==> config.mk <==
export PLATFORM = sky130hd
export DESIGN_NAME = ipfl_cell
export DESIGN_NICKNAME = d
export VERILOG_FILES = /design/src/rtl/ipv4_src_and_tcp_port_packet_filter_unit_defines.svh /design/src/rtl/ipfl_pkg.sv /design/src/rtl/ipfl_cell.sv
export SDC_FILE = /design/constraint.sdc
export NUM_CORES = 1
export LEC_CHECK = 0
export BUFFER_PORTS_ARGS = -buffer_cell sky130_fd_sc_hd__buf_2
export CORE_AREA = 3 3 163 134
export CTS_BUF_LIST = sky130_fd_sc_hd__clkbuf_4
export DETAILED_ROUTE_END_ITERATION = 10
export DIE_AREA = 0 0 166 137
export PLACE_DENSITY_LB_ADDON = 0.15
export SLEW_MARGIN = 40
export SYNTH_ARGS = -nofsm -noshare
export SYNTH_HDL_FRONTEND = slang
export SYNTH_SLANG_ARGS = --single-unit
==> constraint.sdc <==
create_clock -name clk_i -period 3.2 [get_ports clk_i]
set_clock_uncertainty 0.1 [all_clocks]
set_input_delay 0.64 -clock clk_i [delete_from_list [all_inputs] [get_ports clk_i]]
set_output_delay 0.64 -clock clk_i [all_outputs]
set_load 0.1 [all_outputs]
==> src/rtl/ipv4_src_and_tcp_port_packet_filter_unit_defines.svh <==
// Assertion macros used by the filter top module.
`ifndef IPV4_SRC_AND_TCP_PORT_PACKET_FILTER_UNIT_DEFINES_SVH
`define IPV4_SRC_AND_TCP_PORT_PACKET_FILTER_UNIT_DEFINES_SVH

`ifndef SYNTHESIS
// Checked on clk_i, off while rst_ni is low.
`define IPFL_ASSERT(label, prop, msg) \
  label: assert property (@(posedge clk_i) disable iff (!rst_ni) prop) else $error(msg);
// Checked on clk_i at every edge, reset included.
`define IPFL_ASSERT_ALWAYS(label, prop, msg) \
  label: assert property (@(posedge clk_i) prop) else $error(msg);
`else
`define IPFL_ASSERT(label, prop, msg)
`define IPFL_ASSERT_ALWAYS(label, prop, msg)
`endif

`endif

==> src/rtl/ipfl_pkg.sv <==
// Types and constants of the IPv4 source and TCP port filter.
package ipfl_pkg;

  localparam int SLOT_W = 4;
  localparam int POS_W  = 6;

  localparam logic [15:0]      ETHTYPE_IPV4  = 16'h0800;
  localparam logic [7:0]       PROTO_NUM_TCP = 8'd6;
  localparam logic [POS_W-1:0] POS_MAX       = 6'd54;

  typedef enum logic [1:0] {
    KIND_BYTE    = 2'd0,
    KIND_ADDR_WR = 2'd1,
    KIND_PORT_WR = 2'd2
  } kind_e;

  typedef enum logic [1:0] {
    OP_QUERY   = 2'd0,
    OP_ADDR_WR = 2'd1,
    OP_PORT_WR = 2'd2
  } tok_op_e;

  typedef enum logic [1:0] {
    REASON_NONE = 2'd0,
    REASON_SRC  = 2'd1,
    REASON_PORT = 2'd2
  } reason_e;

  // One accepted input item.
  typedef struct packed {
    kind_e             kind;
    logic [7:0]        data_byte;
    logic              last_byte;
    logic [SLOT_W-1:0] rule_slot;
    logic [31:0]       rule_key;
    logic              rule_valid;
    logic              rule_drop;
  } in_item_t;

  // Item travelling down the rule cell chain: a rule write or a frame query.
  typedef struct packed {
    logic              vld;
    tok_op_e           op;
    logic [SLOT_W-1:0] slot;
    logic [31:0]       key;
    logic              rvalid;
    logic              rdrop;
    logic [31:0]       src;
    logic [31:0]       dst;
    logic [7:0]        proto;
    logic [15:0]       port;
    logic              ipv4_ok;
    logic              port_ok;
    logic              addr_hit;
    logic              port_hit;
  } tok_t;

endpackage

==> src/rtl/ipfl_cell.sv <==
// One rule cell: holds one address rule and one port rule (as HAS_ADDR/HAS_PORT allow), passes the item on.
module ipfl_cell #(
  parameter int IDX      = 0,
  parameter bit HAS_ADDR = 1'b1,
  parameter bit HAS_PORT = 1'b1
) (
  input  logic           clk_i,
  input  logic           rst_ni,
  input  logic           en_i,
  input  ipfl_pkg::tok_t tok_i,
  output ipfl_pkg::tok_t tok_o
);
  import ipfl_pkg::*;

  localparam bit SLOT_OK = IDX < (1 << SLOT_W);
  localparam logic [SLOT_W-1:0] MY_SLOT = SLOT_W'(IDX);

  logic [31:0] akey_q;
  logic        aval_q, adrop_q;
  logic [15:0] pkey_q;
  logic        pval_q, pdrop_q;
  tok_t        tok_q, tok_d;
  logic        slot_hit, a_wr, p_wr;

  assign slot_hit = SLOT_OK && (tok_i.slot == MY_SLOT);
  assign a_wr = en_i && tok_i.vld && (tok_i.op == OP_ADDR_WR) && slot_hit && HAS_ADDR;
  assign p_wr = en_i && tok_i.vld && (tok_i.op == OP_PORT_WR) && slot_hit && HAS_PORT;

  // Fold this cell's match into a passing query.
  always_comb begin
    tok_d = tok_i;
    if (tok_i.op == OP_QUERY) begin
      tok_d.addr_hit = tok_i.addr_hit |
                       (HAS_ADDR && aval_q && adrop_q && (akey_q == tok_i.src));
      tok_d.port_hit = tok_i.port_hit |
                       (HAS_PORT && pval_q && pdrop_q && (pkey_q == tok_i.port));
    end
  end

  always_ff @(posedge clk_i or negedge rst_ni) begin
    if (!rst_ni) begin
      aval_q  <= 1'b0;
      adrop_q <= 1'b0;
      pval_q  <= 1'b0;
      pdrop_q <= 1'b0;
      tok_q   <= '0;
    end else begin
      if (a_wr) begin
        aval_q  <= tok_i.rvalid;
        adrop_q <= tok_i.rdrop;
      end
      if (p_wr) begin
        pval_q  <= tok_i.rvalid;
        pdrop_q <= tok_i.rdrop;
      end
      if (en_i) begin
        tok_q <= tok_d;
      end
    end
  end

  always_ff @(posedge clk_i) begin
    if (a_wr) begin
      akey_q <= tok_i.key;
    end
    if (p_wr) begin
      pkey_q <= tok_i.key[15:0];
    end
  end

  assign tok_o = tok_q;

endmodule

==> impl_results.md <==
- Status: completed
- Fillers: 1852
- Gr ovfl total: 0
- Syn Inst Count: 413
- Chip Width: 166 um
- CP peak stage delay: 0.43 ns
- Share of layout cells above drive strength 1: 0.6207
- Max frequency: 470.3 MHz
- Clock root cell: clkbuf_4
- Ys flop type: dfrtp_1
- Die height: 137 um
- Gate power share: 0.312
- Post-synth ARST share: 0.7405
- Initial antenna violation count: 1
- Family with the most delay on the worst path: buffers and inverters
- FF+latch count, synth: 185
- Final Critical Period: 2.126 ns
- Routed length per instance: 17.29 um
- Placed Area: 8728 um^2
- HPWL after DPL: 12770 um
- # port buffers: 268
- Slowest stage cell, crit path: buf_2
- Hold Vio Cnt, Final: 0
- GR peak layer: met2
- DRT Wirelength: 16860 um
- Clk_lat worst skew: 0.54 ns
- Clock sink count: 185
- Tightest Pin Transition: 0.7633 ns
- Rel. slew slack: 0.4911
- CORE AREA: 20410 um^2
- Vias in the first global route: 4581
- Top Ports: 269
- Starting Density: 0.3463
- Overall global routing resource usage: 0.1451
- CTS H-tree depth: 4
- Post-CTS resize count: 0
- Warnings from Yosys: 0
- M2 GR Usage: 0.2294
- Design area: 9074 um^2
- Final setup TNS: 0 ns
- Residual DRC: 0
- Mapped Nets: 549
- Internal Power: 3.590 mW
- Cell Rows: 47
- Antenna Nets Post-Route: 0
- Crit path kind: reg -> out
- CTS Buffer Depth: 2
- Syn avg cell area: 17.11 um^2
- Cts bufs inserted: 17
- Cell area after synthesis: 7066 um^2
- Sequential Power Share: 0.445
- Largest net degree at the start of global routing: 71
- Post-synth EDFFs: 48
- Worst setup SP type: flip-flop
- Multi-input logic area: 2111 um^2
- Gp weighted congestion: 0.7198
- Clk pwr share: 0.242
- CTS tree: built
- Vias/cell: 4.496
- Power Density: 662.7 nW/um^2
- Leak pwr: 4.052 nW
- Initial DRC Count: 231
- Worst-path cell chain: buf_2
- Area Growth Syn to Fin: 28.42%
- M3 GR Usage: 0.04909
- First-pass GRT wire length: 25650 um
- Die ar.: 22740 um^2
- Worst vdd rail ir drop: 0.0003354 V
- Worst-path fanout max: 2
- Worst path bufs/invs: 1
- Clk slew on worst S/H paths: 0.16 ns
- MaxCap Viol Count: 0
- Fin nets: 827
- Switching share of power: 0.4030
- Register Area: 4870 um^2
- # setup viols final: 0
- Psw: 2.423 mW
- Setup repair after global routing missed its margin: false
- Cell variety after synth: 20
- Fin. max-slew vios: 0
- Global Route met1 Usage: 0.1927
- CP endpoint kind: primary output
- Worst min path class: in -> reg
- CP arrival: 1.39 ns
- CP required: 2.46 ns
- Final Cycle Share: 0.6645
- # Post-CTS Setup Buffers: 0
- Seq/Total Area, Yosys: 0.6892
- DR vias: 4384
- 1st-pass router iterations: 4
metal layers:
layer / part of all wire / routed length (um) / up-vias
met4: 0.0088 / 148 / 0
met3: 0.067 / 1138 / 10
met1: 0.44 / 7454 / 2173
met5: 0 / 0 / -
li1: - / - / 2051
met2: 0.48 / 8117 / 150
registers in the layout (all words and copies together) (netlist names):
signal / flops
adrop_q: 1
pval_q: 1
pdrop_q: 1
akey_q: 32
pkey_q: 16
aval_q: 1
tok_o: 133
logic make-up after synthesis:
kind of cell / count (synthesis) / share of synthesized area
compound gates: 2 / 0.001947
flops: 185 / 0.6892
mux: 136 / 0.2166
xor+xnor: 48 / 0.05950
simple gates: 25 / 0.02072
buf+inv: 17 / 0.01204
layout by cell type (no fill, tap or decap):
cell           Yosys  final
clkinv_1           0      1
inv_6              0      4
clkinv_4           0      2
nand2_1            1      1
edfxtp_1          48     48
xnor2_1           28     28
mux2_2           133    133
nand3b_1           2      2
xor2_1            20     20
dfrtp_1          137    137
nand4_1            9      9
nor3_1             3      3
buf_12             0      1
dlygate4sd3_1      0      1
nor4_1             6      6
bufinv_16          0      4
and3_1             1      1
clkbuf_4           0     19
a21oi_1            1      1
diode_2            0      2
buf_6              0      2
buf_2             14    266
nor2_1             2      2
mux2_1             2      2
a41oi_1            1      1
mux2i_1            1      1
nand3_1            1      1
buf_4              1      4
inv_4              0      1
inv_1              2      2
clkinv_2           0      1
power groups by stage:
stage          Clock, mW  Combinational, mW  Sequential (mW)
4_1_cts             1.52               1.90             2.68
5_1_grt             1.61               1.94             2.70
6_report            1.46               1.88             2.68
3_3_place_gp           0               1.89             2.72
2_1_floorplan          0              0.239             3.97
3_5_place_dp           0               1.89             2.73
cells in the mapped netlist (2+ instances only):
library cell / n / share of area
buf_2: 14 / 0.0099
nand3b_1: 2 / 0.0021
mux2_1: 2 / 0.0032
nor4_1: 6 / 0.0053
edfxtp_1: 48 / 0.20
nor2_1: 2 / 0.0011
nand4_1: 9 / 0.0080
dfrtp_1: 137 / 0.49
xor2_1: 20 / 0.025
mux2_2: 133 / 0.21
inv_1: 2 / 0.0011
xnor2_1: 28 / 0.035
nor3_1: 3 / 0.0021
timing repair:
item / 4_1_cts / 5_1_grt
hold buffers: 1 / 0
setup endpoints to repair: 0 / 0
hold endpoints to repair: 67 / 0
path summary, 6_finish.rpt:
path | endpoint | slack [ns] | cells after the start | start
max | tok_o[60] | 1.07 | 1 | tok_o[60]
min | akey_q[23] | 0.16 | 1 | tok_i[117]
max reg2reg | tok_o[0] | 1.63 | 5 | pkey_q[1]
min reg2reg | tok_o[1] | 0.41 | 2 | tok_o[1]
max in group asynchronous | tok_o[62] | 1.62 | 3 | rst_ni
min in group asynchronous | tok_o[32] | 0.54 | 2 | rst_ni
area by class of cell:
| type | count | area share |
|---|---|---|
| Sequential cell | 185 | 0.5367 |
| Antenna cell | 2 | 0.0005516 |
| Tap cell | 269 | 0.03709 |
| Timing Repair Buffer | 274 | 0.1558 |
| Clock buffer | 19 | 0.01572 |
| Inverter | 2 | 0.0008274 |
| Multi-Input combinational cell | 211 | 0.2326 |
| Clock inverter | 13 | 0.02068 |
through the flow:
step                power [mW]  hold slack, ns  instances  worst slack [ns]  utilization
floorplan                4.211          0.2444        413            0.8716            -
global placement         4.606          0.3777        940            0.7864       0.4277
detailed placement       4.621          0.3880        940            0.7388       0.4277
CTS                      6.096         0.09446        973            0.9941       0.4444
global route             6.255         0.07581        975            0.9232       0.4447
finish                   6.013          0.1627        975             1.074       0.4447
Note: power is estimated with default switching activity, not from simulation.
