`config.mk`:
```
export PLATFORM = sky130hd
export DESIGN_NAME = ipfl_parse
export DESIGN_NICKNAME = d
export VERILOG_FILES = /design/src/rtl/ipv4_src_and_tcp_port_packet_filter_unit_defines.svh /design/src/rtl/ipfl_pkg.sv /design/src/rtl/ipfl_parse.sv
export SDC_FILE = /design/constraint.sdc
export NUM_CORES = 1
export LEC_CHECK = 0
export ABC_AREA = 1
export BUFFER_PORTS_ARGS = -buffer_cell sky130_fd_sc_hd__clkbuf_2
export CAP_MARGIN = 5
export CORE_UTILIZATION = 48
export DETAILED_ROUTE_END_ITERATION = 6
export GPL_TIMING_DRIVEN = 0
export PLACE_DENSITY = 0.84
export RECOVER_POWER = 25
export SYNTH_ARGS = -nofsm -noshare
export SYNTH_HDL_FRONTEND = slang
export SYNTH_SLANG_ARGS = --single-unit
```
`constraint.sdc`:
```
create_clock -name clk_i -period 2 [get_ports clk_i]
set_input_delay 0.4 -clock clk_i [delete_from_list [all_inputs] [get_ports clk_i]]
set_output_delay 0.4 -clock clk_i [all_outputs]
set_load 0.005 [all_outputs]
```
`src/rtl/ipv4_src_and_tcp_port_packet_filter_unit_defines.svh`:
```
// Assertion macros used by the filter top module.
`ifndef IPV4_SRC_AND_TCP_PORT_PACKET_FILTER_UNIT_DEFINES_SVH
`define IPV4_SRC_AND_TCP_PORT_PACKET_FILTER_UNIT_DEFINES_SVH

`ifndef SYNTHESIS
// Checked on clk_i, off while rst_ni is low.
`define IPFL_ASSERT(label, prop, msg) \
  label: assert property (@(posedge clk_i) disable iff (!rst_ni) prop) else $error(msg);
// Checked on clk_i at every edge, reset included.
`define IPFL_ASSERT_ALWAYS(label, prop, msg) \
  label: assert property (@(posedge clk_i) prop) else $error(msg);
`else
`define IPFL_ASSERT(label, prop, msg)
`define IPFL_ASSERT_ALWAYS(label, prop, msg)
`endif

`endif

```
`src/rtl/ipfl_pkg.sv`:
```
// Types and constants of the IPv4 source and TCP port filter.
package ipfl_pkg;

  localparam int SLOT_W = 4;
  localparam int POS_W  = 6;

  localparam logic [15:0]      ETHTYPE_IPV4  = 16'h0800;
  localparam logic [7:0]       PROTO_NUM_TCP = 8'd6;
  localparam logic [POS_W-1:0] POS_MAX       = 6'd54;

  typedef enum logic [1:0] {
    KIND_BYTE    = 2'd0,
    KIND_ADDR_WR = 2'd1,
    KIND_PORT_WR = 2'd2
  } kind_e;

  typedef enum logic [1:0] {
    OP_QUERY   = 2'd0,
    OP_ADDR_WR = 2'd1,
    OP_PORT_WR = 2'd2
  } tok_op_e;

  typedef enum logic [1:0] {
    REASON_NONE = 2'd0,
    REASON_SRC  = 2'd1,
    REASON_PORT = 2'd2
  } reason_e;

  // One accepted input item.
  typedef struct packed {
    kind_e             kind;
    logic [7:0]        data_byte;
    logic              last_byte;
    logic [SLOT_W-1:0] rule_slot;
    logic [31:0]       rule_key;
    logic              rule_valid;
    logic              rule_drop;
  } in_item_t;

  // Item travelling down the rule cell chain: a rule write or a frame query.
  typedef struct packed {
    logic              vld;
    tok_op_e           op;
    logic [SLOT_W-1:0] slot;
    logic [31:0]       key;
    logic              rvalid;
    logic              rdrop;
    logic [31:0]       src;
    logic [31:0]       dst;
    logic [7:0]        proto;
    logic [15:0]       port;
    logic              ipv4_ok;
    logic              port_ok;
    logic              addr_hit;
    logic              port_hit;
  } tok_t;

endpackage

```
`src/rtl/ipfl_parse.sv`:
```
// Frame header capture; turns each item into a token for the rule chain.
module ipfl_parse (
  input  logic             clk_i,
  input  logic             rst_ni,
  input  logic             fire_i,
  input  ipfl_pkg::in_item_t item_i,
  output ipfl_pkg::tok_t   tok_o
);
  import ipfl_pkg::*;

  logic [POS_W-1:0] pos_q, pos_d, pos_nx;
  logic [15:0]      eth_q, eth_d, eth_upd;
  logic [7:0]       proto_q, proto_d, proto_upd;
  logic [31:0]      src_q, src_d, src_upd;
  logic [31:0]      dst_q, dst_d, dst_upd;
  logic [15:0]      port_q, port_d, port_upd;
  logic             byte_fire;

  assign byte_fire = fire_i && (item_i.kind == KIND_BYTE);
  assign pos_nx    = (pos_q < POS_MAX) ? pos_q + 1'b1 : pos_q;

  // Header fields including the byte now being taken.
  always_comb begin
    eth_upd   = eth_q;
    proto_upd = proto_q;
    src_upd   = src_q;
    dst_upd   = dst_q;
    port_upd  = port_q;
    if (pos_q == 6'd12 || pos_q == 6'd13) begin
      eth_upd = {eth_q[7:0], item_i.data_byte};
    end else if (pos_q == 6'd23) begin
      proto_upd = item_i.data_byte;
    end else if (pos_q >= 6'd26 && pos_q <= 6'd29) begin
      src_upd = {src_q[23:0], item_i.data_byte};
    end else if (pos_q >= 6'd30 && pos_q <= 6'd33) begin
      dst_upd = {dst_q[23:0], item_i.data_byte};
    end else if (pos_q == 6'd36 || pos_q == 6'd37) begin
      port_upd = {port_q[7:0], item_i.data_byte};
    end
  end

  // Update the capture on each byte taken; clear it at frame end.
  always_comb begin
    pos_d   = pos_q;
    eth_d   = eth_q;
    proto_d = proto_q;
    src_d   = src_q;
    dst_d   = dst_q;
    port_d  = port_q;
    if (byte_fire) begin
      if (item_i.last_byte) begin
        pos_d   = '0;
        eth_d   = '0;
        proto_d = '0;
        src_d   = '0;
        dst_d   = '0;
        port_d  = '0;
      end else begin
        pos_d   = pos_nx;
        eth_d   = eth_upd;
        proto_d = proto_upd;
        src_d   = src_upd;
        dst_d   = dst_upd;
        port_d  = port_upd;
      end
    end
  end

  always_ff @(posedge clk_i or negedge rst_ni) begin
    if (!rst_ni) begin
      pos_q   <= '0;
      eth_q   <= '0;
      proto_q <= '0;
      src_q   <= '0;
      dst_q   <= '0;
      port_q  <= '0;
    end else begin
      pos_q   <= pos_d;
      eth_q   <= eth_d;
      proto_q <= proto_d;
      src_q   <= src_d;
      dst_q   <= dst_d;
      port_q  <= port_d;
    end
  end

  always_comb begin
    tok_o          = '0;
    tok_o.slot     = item_i.rule_slot;
    tok_o.key      = item_i.rule_key;
    tok_o.rvalid   = item_i.rule_valid;
    tok_o.rdrop    = item_i.rule_drop;
    tok_o.src      = src_upd;
    tok_o.dst      = dst_upd;
    tok_o.proto    = proto_upd;
    tok_o.port     = port_upd;
    tok_o.ipv4_ok  = (pos_q >= 6'd33) && (eth_upd == ETHTYPE_IPV4);
    tok_o.port_ok  = (proto_upd == PROTO_NUM_TCP) && (pos_q >= 6'd53) && (port_upd != 16'd0);
    tok_o.addr_hit = 1'b0;
    tok_o.port_hit = 1'b0;
    case (item_i.kind)
      KIND_BYTE: begin
        tok_o.vld = fire_i && item_i.last_byte;
        tok_o.op  = OP_QUERY;
      end
      KIND_ADDR_WR: begin
        tok_o.vld = fire_i;
        tok_o.op  = OP_ADDR_WR;
      end
      KIND_PORT_WR: begin
        tok_o.vld = fire_i;
        tok_o.op  = OP_PORT_WR;
      end
      default: begin
        tok_o.vld = 1'b0;
        tok_o.op  = OP_QUERY;
      end
    endcase
  end

endmodule

```
==> key figures <==
Drt
  – Number of routed nets with antenna violations: 0
  – Drt wl/cell: 20.2 um
  – Vias: 7968
  – Initial drt markers: 924
  – TritonRoute pass-1 iters: 7
  – Detailed-route DRC error count: 2
  – Vias/cell: about 5.9
  – WL final: 27.2 mm

Synth
  – Syn_area_per_cell: roughly 7.1 sq um
  – Top cells by area, synth: dfrtp_1 (42%), nand2_1 (20%), nand3_1 (8.4%), inv_1 (6.4%), buf_4 (5.2%)
  – Async S/R FF share, synth: 100%
  – Flops & latches, synth: 110
  – Synth warn: 0
  – Register area share after synthesis: roughly 42%
  – Netlist cell types: 33
  – Most frequent cell after synthesis: nand2_1
  – Ys flop type: dfrtp_1
  – Yosys top cell by area: dfrtp_1
  – Synth top area share: roughly 42%
  – EDFF count, synth: 0
  – Post-synth top cells: nand2_1 (341), inv_1 (112), dfrtp_1 (110), nand3_1 (110), buf_4 (45)
  – Cells after Synth: 923
  – Synthesized area: ~6500 sq um

Outcome
  – Violated checks: design-rule violations, max-capacitance violations, max-slew violations, negative setup slack
  – Status: complete, but fails checks

Die
  – Rows: between 40 and 50
  – DIE HEIGHT: about 120 um
  – Die width: 119 um
  – Core area: 13200 sq um
  – Initial Util: 49.3%
  – Die ar.: 14100 sq um
  – Io pins: 185

Power
  – Clock Power Share: 26.1%
  – P_int: roughly 0.0047 W
  – Switch Pwr: 0.00274 W
  – Maximum vdd drop: 0.000496 V
  – Leakage dissipation: approximately 5.5 nW
  – Share of power burned in combinational logic: a little under two fifths
  – PwrDens: 733 nW/um^2
  – Seq pwr share: between 30% and 40%
  – Switching power share of the total: 36.7%

Critical path
  – Data arrival time of the critical path: 2.36 ns
  – CP max stage delay: roughly 0.42 ns
  – CP startpoint kind: flip-flop
  – Worst Setup End Kind: output port
  – Worst Path Required: 1.60 ns
  – Buf+Inv Stages, Crit Path: 3
  – Crit Path Category: reg2out
  – R2R setup slack: -0.30 ns
  – Worst R2R End: src_q[14]$_DFFE_PN0P_
  – Crit path cell chain: inv_4 > ha_4 > nor2_1 > nor2_2 > buf_6 > nand3_1 > nand2_2 > nand2_1 > nor2_1 > nand2_1 > nor2_1 > nor2_1 > clkbuf_2
  – Reg2reg start: pos_q[1]$_DFFE_PN0P_
  – CP max FO: 5
  – Crit path max-delay family: simple AND/OR/NAND/NOR gates
  – Highest-delay cell along the critical path: dfrtp_1
  – CP most frequent cell: nor2_1
  – Worst-case reg-to-reg path depth: 18

Clock tree
  – H-tree levels: 3
  – Inserted Clock Buffers: 9
  – Clk buf depth: 2
  – Hold Buf Count CTS: 0
  – Clock Latency Late Sink: 0.38 ns
  – CTS tree: built
  – CTS root buf: clkbuf_16
  – CTS Sinks: 110
  – Clock transition at path regs: 0.07 ns

STA
  – Clk_skew: between 0.01 and 0.015 ns
  – Setup slack after layout: -0.758 ns
  – Unrepaired setup endpoints after global routing: true
  – Highest Clock Rate: roughly 360 MHz
  – Final worst path period need: 2.76 ns
  – Hold Violations, Final: 0
  – Worst slew pin tran: 1.59 ns
  – Max-slew headroom: -6.07%
  – # setup viols final: 108
  – Slew Limit Fails: 111
  – Final period utilization: 138%

Worst hold path
  – Hold Path Class: in2reg
  – Hold Path Stages: 3
  – Hold_sp: item_i[41]
  – Hold EP: eth_q[2]$_DFFE_PN0P_

Job
  – Max-Cap Viols: 1

Cells and area
  – Final Util: between 70% and 80%
  – Final nets: between 1k and 1.5k
  – Share of cells above drive strength 1: ~46%
  – Area taken by multi-input logic gates: 3920 sq um
  – Design area: approximately 10000 sq um
  – Register Area: 2760 sq um
  – Number of diodes: 0
  – Fillers: 782
  – Layout Area Growth over Synthesis: 56.1%

GRT
  – Largest net degree at the start of global routing: 111
  – GRT Total Usage: 29.1%
  – First-pass GRT wire length: 32.4 mm
  – Vias in the first global route: roughly 6.5k
  – Grt total ovfl: 0
  – Initial antenna violation count: 0

Placed design
  – Placer Congestion: between 0.9 and 1
  – Placed inst area: 7480 sq um
  – Post-DP HPWL: 12.4 mm
  – I/O Buffers: 144
[stage by stage]
stage	TNS (ns)	setup slack, ns	power [W]	instances	hold slack [ns]
6_report	-50.87	-0.758	0.00747	1350	0.363
3_3_place_gp	-147.31	-1.13	0.00416	1244	0.461
5_1_grt	-54.41	-0.801	0.00771	1350	0.398
4_1_cts	-35.84	-0.574	0.00666	1322	0.201
2_1_floorplan	-0.00255	-0.00255	0.00364	924	0.104
3_5_place_dp	-26.38	-0.480	0.00419	1244	0.465
[area by class of cell]
class / count / share of cell area [%]
multi-input cells: 612 / 38.5
flip-flops and latches: 110 / 27.1
clock inverters: 5 / 0.553
well taps: 176 / 2.16
repair buffers: 234 / 17.7
inverters: 117 / 4.53
plain buffers: 85 / 6.97
clock buffers: 11 / 2.48
[registers in the layout, indices dropped and copies added, names as in the netlist]
register / count
proto_q: 8
eth_q: 16
dst_q: 32
pos_q: 6
src_q: 32
port_q: 16
[cell families after synthesis]
| family | after synthesis | synth area share [%] |
|---|---|---|
| compound gates | 91 | 8.73 |
| fa+ha+maj | 4 | 0.767 |
| buf+inv | 203 | 14.7 |
| flops | 110 | 42.2 |
| other cells | 1 | 0.0575 |
| simple gates | 514 | 33.5 |
[how the worst max path moves through the flow]
stage | start | to | cells after the start
after floorplan | pos_q[1]$_DFFE_PN0P_ | tok_o[2] | 11
after global placement | rst_ni | dst_q[22]$_DFFE_PN0P_ | 1
after detailed placement | pos_q[1]$_DFFE_PN0P_ | tok_o[2] | 12
after CTS | pos_q[0]$_DFFE_PN0P_ | tok_o[3] | 12
after global routing | pos_q[1]$_DFFE_PN0P_ | tok_o[3] | 12
final | pos_q[1]$_DFFE_PN0P_ | tok_o[2] | 13
[cells in the final DEF (no fill, tap or decap), types with 3 or more instances in the layout]
cell	instances
nand2_1	250
clkbuf_2	130
dfrtp_1	107
inv_1	95
buf_4	79
nand3_1	69
nand2_2	67
buf_6	58
o22ai_1	35
nand3_2	28
nand2_4	24
and2_1	23
o21ai_4	19
clkbuf_1	18
nor2_1	15
nand3_4	14
o21ai_2	14
buf_8	14
inv_2	13
clkbuf_16	13
and2_4	9
inv_4	7
buf_12	7
o21ai_0	7
nor2_4	5
buf_2	5
a22o_1	5
nor2_2	4
a21oi_1	4
ha_4	4
nand2_8	3
dfrtp_2	3
[routing by layer]
layer | global-route usage [%] | part of all wire (%) | vias up
met2 | 48.1 | 48 | 661
met5 | 0 | 0 | -
met1 | 37.8 | 35 | 3754
met3 | 4.10 | 10 | 196
li1 | - | - | 3357
met4 | 13.4 | 6.8 | 0
[power by group through the flow]
| stage | clock network, W | registers [W] | logic [W] |
|---|---|---|---|
| floorplan | 0 | 0.00258 | 0.00106 |
| global placement | 0 | 0.00260 | 0.00155 |
| detailed placement | 0 | 0.00261 | 0.00158 |
| CTS | 0.00191 | 0.00259 | 0.00215 |
| global route | 0.00203 | 0.00267 | 0.00300 |
| finish | 0.00195 | 0.00266 | 0.00286 |
[timing repair]
action                                  CTS  global route
setup buffers                            53            43
cloned                                    9             5
resized for setup                       212           211
endpoints found under the hold margin     0             0
pin swaps                                35            49
endpoints found under the setup margin  121            98
[worst min-delay path, cell delays in order]
cell and delay, ns:
clkbuf_2 0.12, o21ai_4 0.07, o22ai_1 0.10
(Power assumes the default switching activity.)
